`config.mk`:
```
export PLATFORM = sky130hd
export DESIGN_NAME = ctw_cursor
export DESIGN_NICKNAME = d
export VERILOG_FILES = /design/src/rtl/ctw_pkg.sv /design/src/rtl/ctw_cursor.sv
export SDC_FILE = /design/constraint.sdc
export NUM_CORES = 1
export LEC_CHECK = 0
export BUFFER_PORTS_ARGS = -buffer_cell sky130_fd_sc_hd__buf_4
export CAP_MARGIN = 0
export CORE_MARGIN = 1.5
export CORE_UTILIZATION = 59
export CTS_BUF_LIST = sky130_fd_sc_hd__clkbuf_4 sky130_fd_sc_hd__clkbuf_8
export CTS_CLUSTER_DIAMETER = 200
export DETAILED_ROUTE_END_ITERATION = 8
export GPL_TIMING_DRIVEN = 0
export MAX_ROUTING_LAYER = met4
export PLACE_DENSITY = 0.91
export SYNTH_ARGS = -nofsm -noshare
export SYNTH_HDL_FRONTEND = slang
export SYNTH_SLANG_ARGS = --single-unit
```
`constraint.sdc`:
```
create_clock -name aclk -period 13.5 [get_ports aclk]
set_input_delay 2.025 -clock aclk [delete_from_list [all_inputs] [get_ports aclk]]
set_output_delay 2.025 -clock aclk [all_outputs]
set_load 0.01 [all_outputs]
```
`src/rtl/ctw_pkg.sv`:
```
// Shared types and constants for the text console cell writer.
`default_nettype none
package ctw_pkg;

    // item kinds
    localparam logic [1:0] OP_PRINT = 2'd0;
    localparam logic [1:0] OP_CLEAR = 2'd1;
    localparam logic [1:0] OP_SET   = 2'd2;
    localparam logic [1:0] OP_READ  = 2'd3;

    // control characters
    localparam logic [7:0] CH_BS    = 8'd8;
    localparam logic [7:0] CH_TAB   = 8'd9;
    localparam logic [7:0] CH_NL    = 8'd10;
    localparam logic [7:0] CH_CR    = 8'd13;
    localparam logic [7:0] CH_BLANK = 8'h20;

    localparam int         TAB_STEP     = 4;
    localparam logic [7:0] ATTR_DEFAULT = 8'h0F;

    typedef struct packed {
        logic [7:0] row_in;
        logic [7:0] col_in;
        logic [3:0] bg;
        logic [3:0] fg;
        logic       use_color;
        logic [7:0] char_code;
        logic [1:0] op;
    } ctw_item_t;

    // what one print or cursor step asks of the store
    typedef struct packed {
        logic       wr_en;
        logic [7:0] wr_code;
        logic       scroll;
    } ctw_step_t;

endpackage
`default_nettype wire

```
`src/rtl/ctw_cursor.sv`:
```
// Cursor registers, print/cursor stepping and cell address generation.
`default_nettype none
module ctw_cursor #(
    parameter int COLS   = 80,
    parameter int ROWS   = 25,
    parameter int ADDR_W = 11
) (
    input  logic                aclk,
    input  logic                aresetn,
    input  logic                commit,
    input  ctw_pkg::ctw_item_t  item,
    output logic [7:0]          col_o,
    output logic [7:0]          row_o,
    output logic [ADDR_W-1:0]   addr_o,
    output ctw_pkg::ctw_step_t  step_o
);
    import ctw_pkg::*;

    localparam logic [7:0] COL_MAX = 8'(COLS - 1);
    localparam logic [7:0] ROW_MAX = 8'(ROWS - 1);

    logic [7:0] col_reg, row_reg;
    logic [8:0] col_next, row_next;
    logic [7:0] col_cl, row_cl, wcol, a_col, a_row;

    always_comb begin
        col_cl   = (item.col_in > COL_MAX) ? COL_MAX : item.col_in;
        row_cl   = (item.row_in > ROW_MAX) ? ROW_MAX : item.row_in;
        col_next = {1'b0, col_reg};
        row_next = {1'b0, row_reg};
        wcol     = col_reg;
        step_o   = '{wr_en: 1'b0, wr_code: item.char_code, scroll: 1'b0};

        case (item.op)
            OP_PRINT: begin
                case (item.char_code)
                    CH_NL: begin
                        col_next = 9'd0;
                        row_next = {1'b0, row_reg} + 9'd1;
                    end
                    CH_TAB: begin
                        col_next = ({1'b0, col_reg} + 9'(TAB_STEP)) & ~9'(TAB_STEP - 1);
                    end
                    CH_CR: begin
                        col_next = 9'd0;
                    end
                    CH_BS: begin
                        if (col_reg != 8'd0) begin
                            col_next       = {1'b0, col_reg} - 9'd1;
                            wcol           = col_reg - 8'd1;
                            step_o.wr_en   = 1'b1;
                            step_o.wr_code = CH_BLANK;
                        end
                    end
                    default: begin
                        step_o.wr_en = 1'b1;
                        col_next     = {1'b0, col_reg} + 9'd1;
                    end
                endcase
                if (col_next >= 9'(COLS)) begin
                    col_next = 9'd0;
                    row_next = row_next + 9'd1;
                end
                if (row_next >= 9'(ROWS)) begin
                    row_next      = {1'b0, ROW_MAX};
                    step_o.scroll = 1'b1;
                end
            end
            OP_CLEAR: begin
                col_next = 9'd0;
                row_next = 9'd0;
            end
            OP_SET: begin
                col_next = {1'b0, col_cl};
                row_next = {1'b0, row_cl};
            end
            default: begin
            end
        endcase

        // a read addresses the requested cell, a print the cell under the cursor (backspace: the cell left of it)
        a_col  = (item.op == OP_READ) ? col_cl : wcol;
        a_row  = (item.op == OP_READ) ? row_cl : row_reg;
        addr_o = ADDR_W'(32'(a_row) * 32'(COLS) + 32'(a_col));

        col_o = commit ? col_next[7:0] : col_reg;
        row_o = commit ? row_next[7:0] : row_reg;
    end

    always_ff @(posedge aclk) begin
        if (!aresetn) begin
            col_reg <= 8'd0;
            row_reg <= 8'd0;
        end else if (commit) begin
            col_reg <= col_next[7:0];
            row_reg <= row_next[7:0];
        end
    end

    a_col_range: assert property (@(posedge aclk) disable iff (!aresetn)
        col_reg <= COL_MAX && row_reg <= ROW_MAX)
        else $error("cursor left the screen");

    a_scroll_last_row: assert property (@(posedge aclk) disable iff (!aresetn)
        commit && step_o.scroll |=> row_reg == ROW_MAX && col_reg == 8'd0)
        else $error("scroll did not park cursor at start of last row");

    a_write_in_print: assert property (@(posedge aclk) disable iff (!aresetn)
        step_o.wr_en |-> item.op == OP_PRINT)
        else $error("cell write outside print");

endmodule
`default_nettype wire
```
==> results of run 1 <==
-- cell usage after synthesis (all sizes together) (4+ instances only) --
library cell  number
clkbuf            26
o21ai             30
nand4              4
o211ai             7
xor2               6
nor4               5
a22o               4
or3                6
inv               20
nand2             49
nor2              38
ha                17
nor2b              5
dfxtp             16
and3               4
and2              17
a21o               4
nor3              18
o22ai              5
a31oi              8
mux2i              5
a21oi             19
nand2b             5
xnor2             22
nand3             12
-- report_power, final --
part	switching, mW	internal (mW)	total, mW
clock network	0.0200	0.0260	0.0460
registers	0.00157	0.0487	0.0503
logic	0.0426	0.0324	0.0750
-- placed cells by master (no fill, tap or decap), drive strengths merged, types with 5 or more instances in the layout --
cell    netlist  layout
and2         17      17
buf           3      66
o211ai        7       7
nand2b        5       5
o22ai         5       5
dfxtp        16      16
nor3         18      18
nand3        12      12
nor4          5       5
xnor2        22      22
o21ai        30      30
ha           17      17
xor2          6       6
or3           6       6
inv          20      20
nand2        49      49
mux2i         5       5
clkbuf       26      30
nor2         38      38
a31oi         8       8
a21oi        19      19
nor2b         5       5
-- layer usage --
| metal | GRT usage (%) | up-vias | part of all wire [%] |
|---|---|---|---|
| li1 | - | 1566 | - |
| met1 | 43.8 | 1515 | 40 |
| met2 | 60.6 | 209 | 49 |
| met3 | 5.05 | 21 | 8.3 |
| met4 | 11.5 | 0 | 2.4 |
| met5 | - | - | 0 |
-- per-stage QoR --
step	setup slack (ps)	cell area, µm²
2_1_floorplan	6370	2670
6_report	5710	3270
4_1_cts	5750	3270
3_3_place_gp	5820	3210
5_1_grt	5440	3270
3_5_place_dp	5770	3210
-- cell families after synthesis --
family,count (synthesis)
compound gates,104
xor+xnor,28
mux,6
flops,16
fa+ha+maj,19
simple gates,179
buf+inv,49
-- worst paths after layout --
kind,from,end,slack (ps),depth (start not counted)
hold reg to reg,row_reg[7]$_SDFF_PN0_,row_reg[7]$_SDFF_PN0_,510,1
setup / recovery,item[3],addr_o[10],5710,17
hold / removal,row_reg[7]$_SDFF_PN0_,row_reg[7]$_SDFF_PN0_,510,1
setup reg to reg,col_reg[3]$_SDFF_PN0_,row_reg[0]$_SDFF_PN0_,10000,13
-- area by class of cell --
cell class                      instances  area (µm²)
Fill cell                             359        1090
Inverter                               20        75.1
Multi-Input combinational cell        336        2160
Tap cell                               52        65.1
Clock buffer                            4        55.1
Buffer                                 29         113
Timing Repair Buffer                   63         473
Sequential cell                        16         320
==> metrics.md, run 1 <==
| Metric | Value |
|---|---|
| Maximum VDD drop | `approximately 0.000054 V` |
| Ratio of cells with drive above 1 in the final layout | `between 10% and 20%` |
| Largest area contributor in the netlist | `dfxtp_1` |
| Hold buffers post-CTS | `0` |
| RSZ-0062 raised after global routing | `no` |
| Largest family of logic cells by synthesized area | `simple AND/OR/NAND/NOR gates` |
| Post-CTS resize count | `0` |
| Synth unique cells | `60` |
| Delay of the slowest cell on the worst path | `540 ps` |
| Post-synthesis sequential area ratio | `about an eighth` |
| First-pass GRT wire length | `about 14 mm` |
| Layout area overhead | `22.2%` |
| Hold_ws | `511 ps` |
| Synth Cell Area | `2670 µm²` |
| Simple-gate area share of the yosys netlist | `between 30% and 40%` |
| Clk sinks | `16` |
| FFs w/ async S/R, synth | `0%` |
| Crit path max fanout | `9` |
| CTS tree | `built` |
| Slew @ Worst Pin | `704 ps` |
| Initial antenna violation count | `0` |
| Total CTS buffers | `3` |
| Buf+Inv Stages, Crit Path | `4` |
| HPWL Detailed | `about 7.0 mm` |
| Slew HR | `a little over half` |
| Die width | `roughly 70 µm` |
| Reg clk slew, reported paths | `about 70 ps` |
| Row cnt | `24` |
| Post-route insts no fill | `520` |
| Status | `finished clean` |
| #FFs+latches synth | `16` |
| Clk buf depth | `2` |
| Vias in the first global route | `between 3000 and 4000` |
| XOR/XNOR Fraction of Synth Area | `9.18%` |
| Lkg Pwr | `approximately 1.4 nW` |
| Tot Pwr | `0.171 mW` |
| Initial core utilization | `61.4%` |
| Placer Congestion | `roughly 0.97` |
| Mapped Nets | `about 460` |
| First DRT Iteration DRCs | `approximately 400` |
| Die area | `just under 5000 µm²` |
| CTS H-tree depth | `1` |
| Adder-cell share of the synthesized area | `9.46%` |
| Req. time, crit path | `between 10000 and 15000 ps` |
| Hold WC Path Type | `reg2reg` |
| Antenna diode count | `0` |
| Fmax | `around 130 MHz` |
| Syn Area/Cell | `about 6.7 µm²` |
| Crit-path cells | `clkbuf_1 -> nor4_1 -> nand2_1 -> nor2_1 -> nand2_1 -> or4_1 -> a31oi_1 -> ha_1 -> inv_1 -> fa_1 -> inv_1 -> a21o_1 -> a21oi_1 -> nor3_1 -> xnor2_1 -> xnor2_1 -> buf_4` |
| Worst Path Arrival | `roughly 5800 ps` |
| Port bufs | `63` |
| Final core occ | `75.0%` |
| Setup_tns | `0 ps` |
| Routed WL | `roughly 8.6 mm` |
| Clock Skew | `between 3 and 4 ps` |
| Synth top area share | `between 10% and 20%` |
| Layout Nets | `526` |
| Critical Path Slowest Stage Cell | `or4_1` |
| Area of the core | `4350 µm²` |
| Mux cell area share after synthesis | `~2.3%` |
| Synth top area cells | `dfxtp_1, ha_1, xnor2_1` |
| I/O pins | `75` |
| Vias | `3311` |
| Number of synthesized flops with an enable pin | `0` |
| Crit Path Category | `in2out` |
| Cells after Synth | `around 400` |
| Largest net degree at the start of global routing | `11` |
| Die height | `70.3 µm` |
| Ys flop type | `dfxtp_1` |
| CP startpoint kind | `primary input` |
| DRT antenna net count | `0` |
| Clock Latency Late Sink | `260 ps` |
| Yosys Warn Count | `0` |
| Tmin final | `~7800 ps` |
| Vias/cell | `about 6.4` |
| CP delay by family, top | `simple AND/OR/NAND/NOR gates` |
| Final Max Tran Viols | `0` |
| Final period utilization | `57.7%` |
| PwrDens | `about 52 nW/µm²` |
| Compound-Gate Fraction of Synth Area | `between 20% and 30%` |
| Routed len/inst | `between 15 and 20 µm` |
| Total of max-cap violations | `0` |
| Gr usage total | `35.9%` |
| Grt ovf | `0` |
| Clock Tree Root | `clkbuf_8` |
| Post-route DRC | `0` |
| Fin. Hold Viols | `0` |
| Final setup violation count | `0` |
| Inst Count DP | `between 500 and 600` |
| Worst Setup End Kind | `output port` |
| TritonRoute pass-1 iters | `5` |
| Setup bufs post-CTS | `0` |
Note: power is estimated with default switching activity, not from simulation.
==> run 2: changes to the inputs <==
Settings changed: CORE_UTILIZATION 59 to 50, PLACE_DENSITY 0.91 to 0.82.
Clock period 13.5 ns to 7 ns, I/O delays scaled along.
==> metrics.md, run 2 (synthesis results as in run 1) <==
| Metric | Value |
|---|---|
| Hold path cells | `1 (unchanged)` |
| Worst Path Arrival | `4810 ps (was 5760 ps)` |
| DRT antenna net count | `0 (unchanged)` |
| Lkg Pwr | `1.36 nW (unchanged)` |
| HPWL Detailed | `6.83 mm (was 6.96 mm)` |
| Post-CTS resize count | `0 (unchanged)` |
| Clk buf depth | `2 (unchanged)` |
| Die area | `5790 µm² (was 4940 µm²)` |
| Clock Tree Root | `clkbuf_8 (unchanged)` |
| Post-route DRC | `0 (unchanged)` |
| Ratio of cells with drive above 1 in the final layout | `16.9% (unchanged)` |
| CTS H-tree depth | `1 (unchanged)` |
| Final Max Tran Viols | `0 (unchanged)` |
| Port bufs | `63 (unchanged)` |
| Largest net degree at the start of global routing | `11 (unchanged)` |
| Hold buffers post-CTS | `0 (unchanged)` |
| Reg clk slew, reported paths | `70 ps (about the same)` |
| Most frequent cells in the layout | `buf_4, nand2_1, nor2_1, o21ai_0, clkbuf_1 (unchanged)` |
| Setup bufs post-CTS | `0 (unchanged)` |
| Layout Nets | `526 (unchanged)` |
| Final setup violation count | `0 (unchanged)` |
| Total CTS buffers | `3 (unchanged)` |
| Grt ovf | `0 (unchanged)` |
| Critical Path Slowest Stage Cell | `or4_1 (unchanged)` |
| Die height | `76.1 µm (was 70.3 µm)` |
| Row cnt | `26 (was 24)` |
| Tmin final | `a little under 6000 ps` |
| Layout area overhead | `23.0% (was 22.2%)` |
| Delay of the slowest cell on the worst path | `550 ps (was 540 ps)` |
| Placer Congestion | `0.997 (was 0.971)` |
| Clock Skew | `6.70 ps (was 3.42 ps)` |
| Gr usage total | `29.8% (was 35.9%)` |
| Commonest non-fill, non-tap cell in the layout | `buf_4 (unchanged)` |
| Fmax | `between 150 and 200 MHz` |
| Crit-path cells | `buf_4 -> nor3b_1 -> nand2_1 -> nor2_1 -> nand2_1 -> or4_1 -> a31oi_1 -> ha_1 -> inv_1 -> fa_1 -> inv_1 -> a21o_1 -> a21oi_1 -> nor3_1 -> xnor2_1 -> xnor2_1 -> buf_4 (was clkbuf_1 -> nor4_1 -> nand2_1 -> nor2_1 -> nand2_1 -> or4_1 -> a31oi_1 -> ha_1 -> inv_1 -> fa_1 -> inv_1 -> a21o_1 -> a21oi_1 -> nor3_1 -> xnor2_1 -> xnor2_1 -> buf_4)` |
| CP delay by family, top | `simple AND/OR/NAND/NOR gates (unchanged)` |
| Slew @ Worst Pin | `643 ps (was 704 ps)` |
| Maximum VDD drop | `0.0000946 V (was 0.0000544 V)` |
| Routed len/inst | `15.8 µm (was 16.5 µm)` |
| First DRT Iteration DRCs | `441 (was 408)` |
| Tot Pwr | `0.329 mW (was 0.171 mW)` |
| I/O pins | `75 (unchanged)` |
| Filler instances | `491 (was 359)` |
| Final period utilization | `around 84%` |
| Crit Path Category | `in2out (unchanged)` |
| Vias in the first global route | `2996 (was 3110)` |
| Setup_tns | `0 ps (unchanged)` |
| Hold WC Path Type | `reg2reg (unchanged)` |
| Worst Setup End Kind | `output port (unchanged)` |
| Routed WL | `8.52 mm (was 8.60 mm)` |
| Area of the core | `5140 µm² (was 4350 µm²)` |
| PwrDens | `100 nW/µm² (was 52.5 nW/µm²)` |
| CTS tree | `built (unchanged)` |
| RSZ-0062 raised after global routing | `no (unchanged)` |
| TritonRoute pass-1 iters | `5 (unchanged)` |
| Crit path max fanout | `5 (was 9)` |
| Vias | `3355 (was 3311)` |
| Req. time, crit path | `5950 ps (was 11480 ps)` |
| Antenna diode count | `0 (unchanged)` |
| CP startpoint kind | `primary input (unchanged)` |
| Total of max-cap violations | `0 (unchanged)` |
| Worst r2r path cells | `14 (was 13)` |
| Crit path depth | `17 (unchanged)` |
| First-pass GRT wire length | `13.9 mm (was 14.2 mm)` |
| Initial antenna violation count | `0 (unchanged)` |
| Clock Latency Late Sink | `260 ps (about the same)` |
| Status | `finished clean (unchanged)` |
| Vias/cell | `6.24 (was 6.37)` |
| Buf+Inv Stages, Crit Path | `4 (unchanged)` |
| Clk sinks | `16 (unchanged)` |
| Initial core utilization | `52.0% (was 61.4%)` |
| Fin. Hold Viols | `0 (unchanged)` |
| Slew HR | `56.5% (was 52.4%)` |
| Die width | `76.1 µm (was 70.3 µm)` |
-- run 2: cell counts in the layout (fill, tap and decap cells not counted) --
Identical to the previous run, type by type.
-- run 2: final timing paths --
path                         startpoint                    end  slack (ps)
setup / recovery                item[7]             addr_o[10]        1140
hold / removal    row_reg[7]$_SDFF_PN0_  row_reg[7]$_SDFF_PN0_         510
setup reg to reg  col_reg[3]$_SDFF_PN0_  col_reg[2]$_SDFF_PN0_        3510
hold reg to reg   row_reg[7]$_SDFF_PN0_  row_reg[7]$_SDFF_PN0_         510
-- run 2: metal layers --
| metal | vias up | GRT usage [%] | wire length (µm) | part of all wire, % |
|---|---|---|---|---|
| met3 | 30 | 4.91 | 750 | 8.8 |
| met5 | - | - | 0 | 0 |
| li1 | 1580 | - | - | - |
| met2 | 197 | 50.4 | 4090 | 48 |
| met4 | 0 | 9.07 | 255 | 3.0 |
| met1 | 1548 | 36.4 | 3420 | 40 |
-- run 2: where the power goes --
| part | leakage [nW] | internal (mW) | switching, mW |
|---|---|---|---|
| combinational | 1.20 | 0.0625 | 0.0813 |
| clock | 0.0288 | 0.0501 | 0.0378 |
| sequential | 0.130 | 0.0940 | 0.00306 |
| total | 1.36 | 0.207 | 0.122 |
-- run 2: cell type report --
| type | instances | area (µm²) | area share (%) |
|---|---|---|---|
| clock buffers | 4 | 55.1 | 1.67 |
| flip-flops and latches | 16 | 320 | 9.74 |
| repair buffers | 63 | 473 | 14.4 |
| well taps | 70 | 87.6 | 2.66 |
| multi-input cells | 336 | 2160 | 65.8 |
| inverters | 20 | 75.1 | 2.28 |
| plain buffers | 29 | 113 | 3.42 |
-- run 2: through the flow --
stage / setup slack [ps] / hold WS [ps] / util (%) / instances / area (µm²)
finish: 1140 / 506 / 64.0 / 538 / 3290
global route: 955 / 509 / 64.0 / 538 / 3290
CTS: 1180 / 499 / 64.0 / 538 / 3290
detailed placement: 1190 / 487 / 62.9 / 534 / 3230
global placement: 1260 / 484 / 62.9 / 534 / 3230
floorplan: 1820 / 458 / - / 401 / 2670
